### config.mk
export PLATFORM = sky130hd
export DESIGN_NAME = point_bounds_and_distance_tracker_core_flat
export DESIGN_NICKNAME = d
export VERILOG_FILES = /design/src/pbdt_pkg.sv /design/src/pbdt_if.sv /design/src/pbdt_isqrt.sv /design/src/point_bounds_and_distance_tracker_core.sv /design/src/flat_wrapper.sv
export SDC_FILE = /design/constraint.sdc
export NUM_CORES = 2
export LEC_CHECK = 0
export BUFFER_PORTS_ARGS = -buffer_cell sky130_fd_sc_hd__buf_2
export CAP_MARGIN = 20
export CELL_PAD_IN_SITES_DETAIL_PLACEMENT = 1
export CELL_PAD_IN_SITES_GLOBAL_PLACEMENT = 2
export CORE_MARGIN = 5
export CORE_UTILIZATION = 41
export DETAILED_ROUTE_END_ITERATION = 16
export GPL_TIMING_DRIVEN = 0
export PLACE_DENSITY_LB_ADDON = 0.1
export REMOVE_ABC_BUFFERS = 1
export SYNTH_ARGS = -nofsm -noshare
export SYNTH_HDL_FRONTEND = slang
export SYNTH_SLANG_ARGS = --single-unit
### constraint.sdc
create_clock -name clk -period 14.32 [get_ports clk]
set_input_delay 1.432 -clock clk [delete_from_list [all_inputs] [get_ports clk]]
set_output_delay 1.432 -clock clk [all_outputs]
set_load 0.05 [all_outputs]
### src/pbdt_pkg.sv
// shared constants, types and helpers for the point bounds tracker
// used by the interfaces, the root unit and the top level
package pbdt_pkg;

    localparam int COORD_BITS = 24;
    localparam int SUM_BITS   = 2 * COORD_BITS;
    localparam int REM_BITS   = COORD_BITS + 1;
    localparam int ROOT_STEPS = COORD_BITS;
    localparam int STEP_BITS  = $clog2(ROOT_STEPS);
    localparam int SQ_TERMS   = 3;
    localparam int SEL_BITS   = $clog2(SQ_TERMS);

    typedef logic [COORD_BITS-1:0]        coord_t;
    typedef logic signed [COORD_BITS-1:0] scoord_t;
    typedef logic [SUM_BITS-1:0]          sum_t;

    typedef enum logic [1:0] {
        ST_IDLE,
        ST_SQUARE,
        ST_ROOT,
        ST_LOAD
    } pbdt_state_t;

    localparam logic [SEL_BITS-1:0]  SEL_LAST  = SEL_BITS'(SQ_TERMS - 1);
    localparam logic [STEP_BITS-1:0] STEP_LAST = STEP_BITS'(ROOT_STEPS - 1);

    function automatic longint unsigned isqrt_const(longint unsigned n);
        longint unsigned rem;
        longint unsigned root;
        longint unsigned b;
        rem  = n;
        root = 0;
        b    = 64'h4000_0000_0000_0000;
        while (b > rem)
            b = b >> 2;
        while (b != 0)
        begin
            if (rem >= root + b)
            begin
                rem  = rem - (root + b);
                root = (root >> 1) + b;
            end
            else
            begin
                root = root >> 1;
            end
            b = b >> 2;
        end
        return root;
    endfunction

    localparam coord_t  FULL_SCALE = coord_t'(64'd1 << (COORD_BITS - 1));
    localparam scoord_t COORD_MAX  = scoord_t'((64'd1 << (COORD_BITS - 1)) - 64'd1);
    localparam scoord_t COORD_MIN  = scoord_t'(64'd1 << (COORD_BITS - 1));
    localparam coord_t  DIST_RESET =
        coord_t'(isqrt_const(64'd3 << (2 * COORD_BITS - 2)));

    function automatic coord_t mag(scoord_t v);
        coord_t r;
        r = v[COORD_BITS-1] ? coord_t'(-v) : coord_t'(v);
        return r;
    endfunction

endpackage

### src/pbdt_if.sv
// valid/ready channel interfaces for points and bounds results
// depends on pbdt_pkg
interface pbdt_point_if;
    logic                   valid;
    logic                   ready;
    logic                   start_batch;
    pbdt_pkg::scoord_t      px;
    pbdt_pkg::scoord_t      py;
    pbdt_pkg::scoord_t      pz;

    modport source (output valid, start_batch, px, py, pz, input ready);
    modport sink (input valid, start_batch, px, py, pz, output ready);
endinterface

interface pbdt_bounds_if;
    logic                   valid;
    logic                   ready;
    pbdt_pkg::scoord_t      x_low;
    pbdt_pkg::scoord_t      x_high;
    pbdt_pkg::scoord_t      y_low;
    pbdt_pkg::scoord_t      y_high;
    logic                   depth_seen;
    pbdt_pkg::coord_t       depth_low;
    pbdt_pkg::coord_t       depth_high;
    pbdt_pkg::coord_t       dist_low;
    pbdt_pkg::coord_t       dist_high;
    pbdt_pkg::coord_t       view_range;

    modport source (output valid, x_low, x_high, y_low, y_high, depth_seen, depth_low,
                    depth_high, dist_low, dist_high, view_range, input ready);
    modport sink (input valid, x_low, x_high, y_low, y_high, depth_seen, depth_low,
                  depth_high, dist_low, dist_high, view_range, output ready);
endinterface

### src/pbdt_isqrt.sv
// bit-serial integer square root, two radicand bits per cycle
// depends on pbdt_pkg
module pbdt_isqrt (
    input  logic              clk,
    input  logic              rst_n,
    input  logic              start,
    input  pbdt_pkg::sum_t    radicand,
    output logic              done,
    output pbdt_pkg::coord_t  root
);

    pbdt_pkg::sum_t                         rad_reg, rad_next;
    logic [pbdt_pkg::REM_BITS-1:0]          rem_reg, rem_next;
    pbdt_pkg::coord_t                       root_reg, root_next;
    logic [pbdt_pkg::STEP_BITS-1:0]         step_reg, step_next;
    logic                                   busy_reg, busy_next;
    logic                                   done_reg, done_next;
    logic [pbdt_pkg::REM_BITS+1:0]          rem_sh;
    logic [pbdt_pkg::REM_BITS+1:0]          trial;

    always_comb
    begin
        rem_sh    = {rem_reg, rad_reg[pbdt_pkg::SUM_BITS-1 -: 2]};
        trial     = {1'b0, root_reg, 2'b01};
        rad_next  = rad_reg;
        rem_next  = rem_reg;
        root_next = root_reg;
        step_next = step_reg;
        busy_next = busy_reg;
        done_next = 1'b0;
        if (start)
        begin
            rad_next  = radicand;
            rem_next  = '0;
            root_next = '0;
            step_next = '0;
            busy_next = 1'b1;
        end
        else if (busy_reg)
        begin
            rad_next = rad_reg << 2;
            if (rem_sh >= trial)
            begin
                rem_next  = pbdt_pkg::REM_BITS'(rem_sh - trial);
                root_next = {root_reg[pbdt_pkg::COORD_BITS-2:0], 1'b1};
            end
            else
            begin
                rem_next  = pbdt_pkg::REM_BITS'(rem_sh);
                root_next = {root_reg[pbdt_pkg::COORD_BITS-2:0], 1'b0};
            end
            step_next = step_reg + 1'b1;
            if (step_reg == pbdt_pkg::STEP_LAST)
            begin
                busy_next = 1'b0;
                done_next = 1'b1;
            end
        end
    end

    always_ff @(posedge clk or negedge rst_n)
    begin
        if (!rst_n)
        begin
            busy_reg <= 1'b0;
            done_reg <= 1'b0;
            step_reg <= '0;
        end
        else
        begin
            busy_reg <= busy_next;
            done_reg <= done_next;
            step_reg <= step_next;
        end
    end

    always_ff @(posedge clk)
    begin
        rad_reg  <= rad_next;
        rem_reg  <= rem_next;
        root_reg <= root_next;
    end

    assign done = done_reg;
    assign root = root_reg;

endmodule

### src/point_bounds_and_distance_tracker_core.sv
// point bounds and distance tracker, top level
// depends on pbdt_pkg, pbdt_if and pbdt_isqrt
//
// points (sink): one beat per 3d point, signed q12.12 px, py, pz plus
//   start_batch, which clears every accumulator before the point is applied
// bounds (source): one beat per point with running x/y min and max, depth
//   min and max over points with negative z, distance min and max, and the
//   display range (full scale until a depth point has been seen)
// an item passes from accept through the shared squarer that sums x^2+y^2+z^2
//   term by term, the bit-serial square root (one root bit per cycle), its
//   done strobe and a load into the output register
// a new point is taken only after the previous one is loaded; the next point
//   may be accepted while the previous result still waits in the output register
// a stalled receiver holds the result stable; once a second result is ready
//   the block waits in the load state until the output register frees
// reset clears all accumulators to their empty-batch values and drops valid
module point_bounds_and_distance_tracker_core (
    input  logic           clk,
    input  logic           rst_n,
    pbdt_point_if.sink     points,
    pbdt_bounds_if.source  bounds
);

    pbdt_pkg::pbdt_state_t          state_reg, state_next;
    logic [pbdt_pkg::SEL_BITS-1:0]  sel_reg, sel_next;
    logic                           accept;
    logic                           sq_start;
    logic                           load;
    logic                           root_done;
    pbdt_pkg::coord_t               root;

    pbdt_pkg::scoord_t  min_x_reg, max_x_reg, min_y_reg, max_y_reg;
    pbdt_pkg::scoord_t  min_x_next, max_x_next, min_y_next, max_y_next;
    pbdt_pkg::scoord_t  bmin_x, bmax_x, bmin_y, bmax_y;
    pbdt_pkg::coord_t   min_depth_reg, max_depth_reg, min_depth_next, max_depth_next;
    pbdt_pkg::coord_t   bmin_depth, bmax_depth, dz;
    logic               any_depth_reg, any_depth_next, bany_depth, z_neg;
    pbdt_pkg::coord_t   min_dist_reg, max_dist_reg, dist_low_next, dist_high_next;
    pbdt_pkg::coord_t   ax_reg, ay_reg, az_reg, op;
    pbdt_pkg::sum_t     sq, sum_reg, sum_next;
    pbdt_pkg::coord_t   range_reg, range_next, mx_a, mx_b, mx_y;
    pbdt_pkg::coord_t   view_next;
    logic               out_valid_reg, out_valid_next;

    pbdt_pkg::scoord_t  o_x_low_reg, o_x_high_reg, o_y_low_reg, o_y_high_reg;
    logic               o_depth_seen_reg;
    pbdt_pkg::coord_t   o_depth_low_reg, o_depth_high_reg;
    pbdt_pkg::coord_t   o_dist_low_reg, o_dist_high_reg, o_view_reg;

    // control
    always_comb
    begin
        state_next   = state_reg;
        sel_next     = sel_reg;
        points.ready = 1'b0;
        sq_start     = 1'b0;
        load         = 1'b0;
        unique case (state_reg)
            pbdt_pkg::ST_IDLE:
            begin
                points.ready = 1'b1;
                sel_next     = '0;
                if (points.valid)
                    state_next = pbdt_pkg::ST_SQUARE;
            end
            pbdt_pkg::ST_SQUARE:
            begin
                sel_next = sel_reg + 1'b1;
                if (sel_reg == pbdt_pkg::SEL_LAST)
                begin
                    sq_start   = 1'b1;
                    state_next = pbdt_pkg::ST_ROOT;
                end
            end
            pbdt_pkg::ST_ROOT:
            begin
                if (root_done)
                    state_next = pbdt_pkg::ST_LOAD;
            end
            pbdt_pkg::ST_LOAD:
            begin
                if (!out_valid_reg || bounds.ready)
                begin
                    load       = 1'b1;
                    state_next = pbdt_pkg::ST_IDLE;
                end
            end
            default:
            begin
                state_next = pbdt_pkg::ST_IDLE;
            end
        endcase
    end

    assign accept = points.valid && points.ready;

    always_ff @(posedge clk or negedge rst_n)
    begin
        if (!rst_n)
        begin
            state_reg <= pbdt_pkg::ST_IDLE;
            sel_reg   <= '0;
        end
        else
        begin
            state_reg <= state_next;
            sel_reg   <= sel_next;
        end
    end

    // bound updates at accept
    always_comb
    begin
        bmin_x     = points.start_batch ? pbdt_pkg::COORD_MAX : min_x_reg;
        bmax_x     = points.start_batch ? pbdt_pkg::COORD_MIN : max_x_reg;
        bmin_y     = points.start_batch ? pbdt_pkg::COORD_MAX : min_y_reg;
        bmax_y     = points.start_batch ? pbdt_pkg::COORD_MIN : max_y_reg;
        bmin_depth = points.start_batch ? pbdt_pkg::FULL_SCALE : min_depth_reg;
        bmax_depth = points.start_batch ? '0 : max_depth_reg;
        bany_depth = points.start_batch ? 1'b0 : any_depth_reg;

        min_x_next = (points.px < bmin_x) ? points.px : bmin_x;
        max_x_next = (points.px > bmax_x) ? points.px : bmax_x;
        min_y_next = (points.py < bmin_y) ? points.py : bmin_y;
        max_y_next = (points.py > bmax_y) ? points.py : bmax_y;

        z_neg          = points.pz[pbdt_pkg::COORD_BITS-1];
        dz             = pbdt_pkg::mag(points.pz);
        min_depth_next = (z_neg && dz < bmin_depth) ? dz : bmin_depth;
        max_depth_next = (z_neg && dz > bmax_depth) ? dz : bmax_depth;
        any_depth_next = bany_depth | z_neg;
    end

    // squarer, range reduction and distance bounds
    always_comb
    begin
        unique case (sel_reg)
            2'd0:    op = ax_reg;
            2'd1:    op = ay_reg;
            default: op = az_reg;
        endcase
        sq       = pbdt_pkg::SUM_BITS'(op) * pbdt_pkg::SUM_BITS'(op);
        sum_next = (sel_reg == '0) ? sq : sum_reg + sq;

        mx_a = pbdt_pkg::mag(min_x_reg);
        mx_b = pbdt_pkg::mag(max_x_reg);
        mx_y = pbdt_pkg::mag(max_y_reg);
        unique case (sel_reg)
            2'd0:    range_next = (mx_b > mx_a) ? mx_b : mx_a;
            2'd1:    range_next = (mx_y > range_reg) ? mx_y : range_reg;
            default: range_next = (min_depth_reg > range_reg) ? min_depth_reg : range_reg;
        endcase

        dist_low_next  = (root < min_dist_reg) ? root : min_dist_reg;
        dist_high_next = (root > max_dist_reg) ? root : max_dist_reg;
        view_next      = any_depth_reg ? range_reg : pbdt_pkg::FULL_SCALE;

        out_valid_next = out_valid_reg;
        if (load)
            out_valid_next = 1'b1;
        else if (bounds.ready)
            out_valid_next = 1'b0;
    end

    always_ff @(posedge clk or negedge rst_n)
    begin
        if (!rst_n)
        begin
            min_x_reg     <= pbdt_pkg::COORD_MAX;
            max_x_reg     <= pbdt_pkg::COORD_MIN;
            min_y_reg     <= pbdt_pkg::COORD_MAX;
            max_y_reg     <= pbdt_pkg::COORD_MIN;
            min_depth_reg <= pbdt_pkg::FULL_SCALE;
            max_depth_reg <= '0;
            any_depth_reg <= 1'b0;
            min_dist_reg  <= pbdt_pkg::DIST_RESET;
            max_dist_reg  <= '0;
            out_valid_reg <= 1'b0;
        end
        else
        begin
            out_valid_reg <= out_valid_next;
            if (accept)
            begin
                min_x_reg     <= min_x_next;
                max_x_reg     <= max_x_next;
                min_y_reg     <= min_y_next;
                max_y_reg     <= max_y_next;
                min_depth_reg <= min_depth_next;
                max_depth_reg <= max_depth_next;
                any_depth_reg <= any_depth_next;
                if (points.start_batch)
                begin
                    min_dist_reg <= pbdt_pkg::DIST_RESET;
                    max_dist_reg <= '0;
                end
            end
            else if (load)
            begin
                min_dist_reg <= dist_low_next;
                max_dist_reg <= dist_high_next;
            end
        end
    end

    always_ff @(posedge clk)
    begin
        if (accept)
        begin
            ax_reg <= pbdt_pkg::mag(points.px);
            ay_reg <= pbdt_pkg::mag(points.py);
            az_reg <= pbdt_pkg::mag(points.pz);
        end
        if (state_reg == pbdt_pkg::ST_SQUARE)
        begin
            sum_reg   <= sum_next;
            range_reg <= range_next;
        end
        if (load)
        begin
            o_x_low_reg      <= min_x_reg;
            o_x_high_reg     <= max_x_reg;
            o_y_low_reg      <= min_y_reg;
            o_y_high_reg     <= max_y_reg;
            o_depth_seen_reg <= any_depth_reg;
            o_depth_low_reg  <= min_depth_reg;
            o_depth_high_reg <= max_depth_reg;
            o_dist_low_reg   <= dist_low_next;
            o_dist_high_reg  <= dist_high_next;
            o_view_reg       <= view_next;
        end
    end

    pbdt_isqrt u_isqrt (
        .clk      (clk),
        .rst_n    (rst_n),
        .start    (sq_start),
        .radicand (sum_next),
        .done     (root_done),
        .root     (root)
    );

    assign bounds.valid      = out_valid_reg;
    assign bounds.x_low      = o_x_low_reg;
    assign bounds.x_high     = o_x_high_reg;
    assign bounds.y_low      = o_y_low_reg;
    assign bounds.y_high     = o_y_high_reg;
    assign bounds.depth_seen = o_depth_seen_reg;
    assign bounds.depth_low  = o_depth_low_reg;
    assign bounds.depth_high = o_depth_high_reg;
    assign bounds.dist_low   = o_dist_low_reg;
    assign bounds.dist_high  = o_dist_high_reg;
    assign bounds.view_range = o_view_reg;

endmodule

### src/flat_wrapper.sv
// flat-port wrapper written by rule: the top's interface ports become plain ports
module point_bounds_and_distance_tracker_core_flat 
  (clk, rst_n, points_valid, points_start_batch, points_px, points_py, points_pz, points_ready, bounds_valid, bounds_x_low, bounds_x_high, bounds_y_low, bounds_y_high, bounds_depth_seen, bounds_depth_low, bounds_depth_high, bounds_dist_low, bounds_dist_high, bounds_view_range, bounds_ready);
  pbdt_point_if points_i ();
  pbdt_bounds_if bounds_i ();
  input  logic clk;
  input  logic rst_n;
  input wire logic [$bits(points_i.valid)-1:0] points_valid;
  input wire logic [$bits(points_i.start_batch)-1:0] points_start_batch;
  input wire logic [$bits(points_i.px)-1:0] points_px;
  input wire logic [$bits(points_i.py)-1:0] points_py;
  input wire logic [$bits(points_i.pz)-1:0] points_pz;
  output wire logic [$bits(points_i.ready)-1:0] points_ready;
  output wire logic [$bits(bounds_i.valid)-1:0] bounds_valid;
  output wire logic [$bits(bounds_i.x_low)-1:0] bounds_x_low;
  output wire logic [$bits(bounds_i.x_high)-1:0] bounds_x_high;
  output wire logic [$bits(bounds_i.y_low)-1:0] bounds_y_low;
  output wire logic [$bits(bounds_i.y_high)-1:0] bounds_y_high;
  output wire logic [$bits(bounds_i.depth_seen)-1:0] bounds_depth_seen;
  output wire logic [$bits(bounds_i.depth_low)-1:0] bounds_depth_low;
  output wire logic [$bits(bounds_i.depth_high)-1:0] bounds_depth_high;
  output wire logic [$bits(bounds_i.dist_low)-1:0] bounds_dist_low;
  output wire logic [$bits(bounds_i.dist_high)-1:0] bounds_dist_high;
  output wire logic [$bits(bounds_i.view_range)-1:0] bounds_view_range;
  input wire logic [$bits(bounds_i.ready)-1:0] bounds_ready;
  assign points_i.valid = points_valid;
  assign points_i.start_batch = points_start_batch;
  assign points_i.px = points_px;
  assign points_i.py = points_py;
  assign points_i.pz = points_pz;
  assign points_ready = points_i.ready;
  assign bounds_valid = bounds_i.valid;
  assign bounds_x_low = bounds_i.x_low;
  assign bounds_x_high = bounds_i.x_high;
  assign bounds_y_low = bounds_i.y_low;
  assign bounds_y_high = bounds_i.y_high;
  assign bounds_depth_seen = bounds_i.depth_seen;
  assign bounds_depth_low = bounds_i.depth_low;
  assign bounds_depth_high = bounds_i.depth_high;
  assign bounds_dist_low = bounds_i.dist_low;
  assign bounds_dist_high = bounds_i.dist_high;
  assign bounds_view_range = bounds_i.view_range;
  assign bounds_i.ready = bounds_ready;
  point_bounds_and_distance_tracker_core u_core (.clk(clk), .rst_n(rst_n), .points(points_i), .bounds(bounds_i));
endmodule
==> results by group <==
Clocking
  – Hold_buf cts: 0
  – TritonCTS buffer count: 83
  – Clk_lat worst skew: 0.68 ns
  – Clock root cell: clkbuf_16
  – Worst-path clk slew: 0.06 ns
  – H-tree depth: 3
  – PostCTS Resize Cnt: 0
  – # Post-CTS Setup Buffers: 0
  – CTS tree: yes
  – Clock Tree Buf Depth: 3
  – CTS Sinks: 663

Synthesis
  – YS warnings: 0
  – Synth top area cells: edfxtp_1, fa_1, ha_1, dfrtp_1, inv_1
  – Synth Flop Type: edfxtp_1
  – Synth Area in Adders: 27.2%
  – XOR/XNOR Fraction of Synth Area: 3.77%
  – Cell area after synthesis: 0.0557 mm^2
  – Synth unique cells: 92
  – Largest family of logic cells by synthesized area: adder cells
  – FFs w/ async S/R, synth: 30.9%
  – Area leader, netlist: edfxtp_1
  – Synth Area in Compound Gates: 11.9%
  – Post-synth EDFFs: 409
  – Synth Instances: 5617
  – Yosys reg bits: 663
  – Post-synth top area share: 22.0%
  – Synth Area in Simple Gates: 11.5%
  – Multiplexer area fraction after synthesis: 5.28%
  – Post-Syn Area per Cell: 9.92 um^2
  – Sequential fraction of the synthesis area: 33.2%

STA
  – Final hold violation count: 0
  – Max Clk Rate: 0.0770 GHz
  – Fin Setup TNS: 0 ns
  – Worst-margin pin slew: 1.06 ns
  – Final worst-path cycle share: 90.7%
  – Final Setup Violations: 0
  – Rel. slew slack: 27.0%
  – Clock Skew: 0.0429 ns
  – Final WS setup: 1.34 ns
  – Min Hold Slack: 0.483 ns
  – Final Max Tran Viols: 0
  – RSZ-0062 raised after global routing: false
  – Fin crit period: 12.98 ns

Setup path
  – R2r endpoint: u_core.u_isqrt.rad_reg[44]
  – Crit start category: flip-flop
  – Arrival time worst endpoint: 13.40 ns
  – Worst R2R Path Depth: 39
  – Flop2flop setup slack: 1.34 ns
  – Slowest stage delay, CP: 0.91 ns
  – Crit-path max FO: 69
  – CP most frequent cell: fa_1
  – Worst Setup SP: u_core.sel_reg[0]
  – CP Capture Type: flip-flop
  – Worst R2R Start: u_core.sel_reg[0]
  – CP max stage cell: clkinv_1
  – Crit path kind: reg2reg
  – Data required, critical path: 14.74 ns

GRT
  – Number of global-route vias before repair: 45.7k
  – GRT overflow: 0
  – First-pass GRT wire length: 282 mm
  – Tot GR Track Use: 25.9%
  – Pin count of the biggest net entering global routing: 101
  – Initial antenna violation count: 12

Placed design
  – DP Worst Slack: 1.40 ns
  – DP Area: 0.0597 mm^2
  – Gpl congestion: 0.874
  – Post-DP HPWL: 144 mm
  – Port bufs: 295

Drt
  – Via density: 5.49
  – Via count: 42.1k
  – Drc violations: 0
  – First DRT Iteration DRCs: 2370
  – Post-route ant nets: 0
  – Total Wirelength: 184 mm
  – Pre-antenna DRT Iters: 5
  – WL/cell: 24.0 um

Floorplanning
  – Row cnt: 135
  – Initial Utilization: 41.2%
  – Die W: 379 um
  – Die area: 0.143 mm^2
  – Ports: 296
  – Core region area: 0.135 mm^2
  – Die span in y: 379 um

Job
  – Max_cap viols: 0

Hold path
  – Hold Crit Endpoint: u_core.bounds.depth_high[8]
  – WHS Path Cells: 0
  – Hold Crit Class: reg2reg
  – HP Start: u_core.max_depth_reg[8]

Pwr
  – Overall Power: 0.00432 W
  – P_leak: 29.2 nW
  – Peak VDD IR: 0.0000997 V
  – PD cells: 69.2 mW/mm^2

Status
  – Status: finished clean

Layout
  – Fraction of layout cells with a size suffix above 1: 10.9%
  – P&R area growth vs syn: 12.0%
  – Final Cell Area: 0.0624 mm^2
  – Final nets: 6844
## metrics by stage
stage | instances | util [%]
after global placement | 7465 | 43.3
after detailed placement | 7509 | 44.2
after floorplan | 5389 | -
final | 7669 | 46.1
after CTS | 7662 | 46.1
after global routing | 7665 | 46.1
## layout make-up
type | instances | area [um^2]
Antenna cell | 6 | 15.0
Clock buffer | 102 | 2180
Clock inverter | 51 | 470
Fill cell | 15100 | 72900
Inverter | 825 | 3100
Multi-Input combinational cell | 3901 | 33500
Sequential cell | 663 | 18500
Tap cell | 1781 | 2230
Timing Repair Buffer | 340 | 2440
## worst max-delay path: cells and delay by family (launching register included)
| kind | cells | cell delay (ns) |
|---|---|---|
| flops | 1 | 0.41 |
| simple gates | 3 | 0.55 |
| mux | 2 | 0.73 |
| xor+xnor | 1 | 0.32 |
| fa+ha+maj | 10 | 4.94 |
| buf+inv | 10 | 2.14 |
| compound gates | 13 | 3.55 |
## Yosys cell counts, drive strengths merged (40+ instances only)
master,instances
a21o,154
a21oi,290
and3,48
buf,40
clkbuf,188
dfrtp,139
dfstp,66
dfxtp,49
edfxtp,409
fa,431
ha,522
inv,821
mux2,46
mux2i,242
nand2,537
nand2b,127
nand3,62
nand4,68
nor2,342
nor2b,40
nor3,46
o21ai,250
o31ai,62
xnor2,165
xor2,72
## power breakdown
part,internal [W],switching [W]
logic,0.0000732,0.000141
registers,0.00202,0.00000000000000000000782
clock network,0.00118,0.000905
## placed cells by master (no fill, tap or decap), types with 23 or more instances in the layout
cell | synthesis | routed
inv_1 | 821 | 819
nand2_1 | 537 | 534
ha_1 | 522 | 518
fa_1 | 431 | 431
edfxtp_1 | 409 | 409
nor2_1 | 342 | 340
buf_2 | 19 | 293
a21oi_1 | 288 | 284
mux2i_1 | 242 | 229
o21ai_0 | 209 | 208
xnor2_1 | 165 | 165
a21o_1 | 154 | 154
dfrtp_1 | 139 | 138
nand2b_1 | 127 | 127
clkbuf_16 | 0 | 84
xor2_1 | 72 | 72
nand4_1 | 68 | 68
dfstp_2 | 66 | 66
o31ai_1 | 62 | 62
nand3_1 | 62 | 62
dfxtp_1 | 49 | 49
and3_1 | 48 | 48
mux2_2 | 45 | 45
nor3_1 | 45 | 44
o21ai_1 | 41 | 41
nor2b_1 | 40 | 40
and2_1 | 37 | 35
a31oi_1 | 36 | 35
o21a_1 | 33 | 33
o21bai_1 | 27 | 27
o22a_1 | 23 | 23
## metal layers
metal	up-vias	global-route usage [%]	wire [um]
met3	244	5.20	11200
li1	19400	-	-
met5	-	0	25
met4	4	7.86	5770
met2	884	42.9	86300
met1	21500	34.5	80900
## cell families after synthesis
| logic type | count (synthesis) |
|---|---|
| simple gates | 1386 |
| buf+inv | 1053 |
| compound gates | 1036 |
| fa+ha+maj | 953 |
| flops | 663 |
| mux | 288 |
| xor+xnor | 238 |
## worst max-delay path by stage
| stage | cells after the start | slack [ns] | endpoint |
|---|---|---|---|
| 2_1_floorplan | 37 | 1.74 | u_core.u_isqrt.rad_reg[44] |
| 3_3_place_gp | 38 | -4.81 | u_core.u_isqrt.rad_reg[42] |
| 3_5_place_dp | 39 | 1.40 | u_core.u_isqrt.rad_reg[44] |
| 4_1_cts | 39 | 1.38 | u_core.u_isqrt.rad_reg[44] |
| 5_1_grt | 39 | 0.73 | u_core.u_isqrt.rad_reg[44] |
| 6_report | 39 | 1.34 | u_core.u_isqrt.rad_reg[44] |
Power figures use the tool's default switching activity.
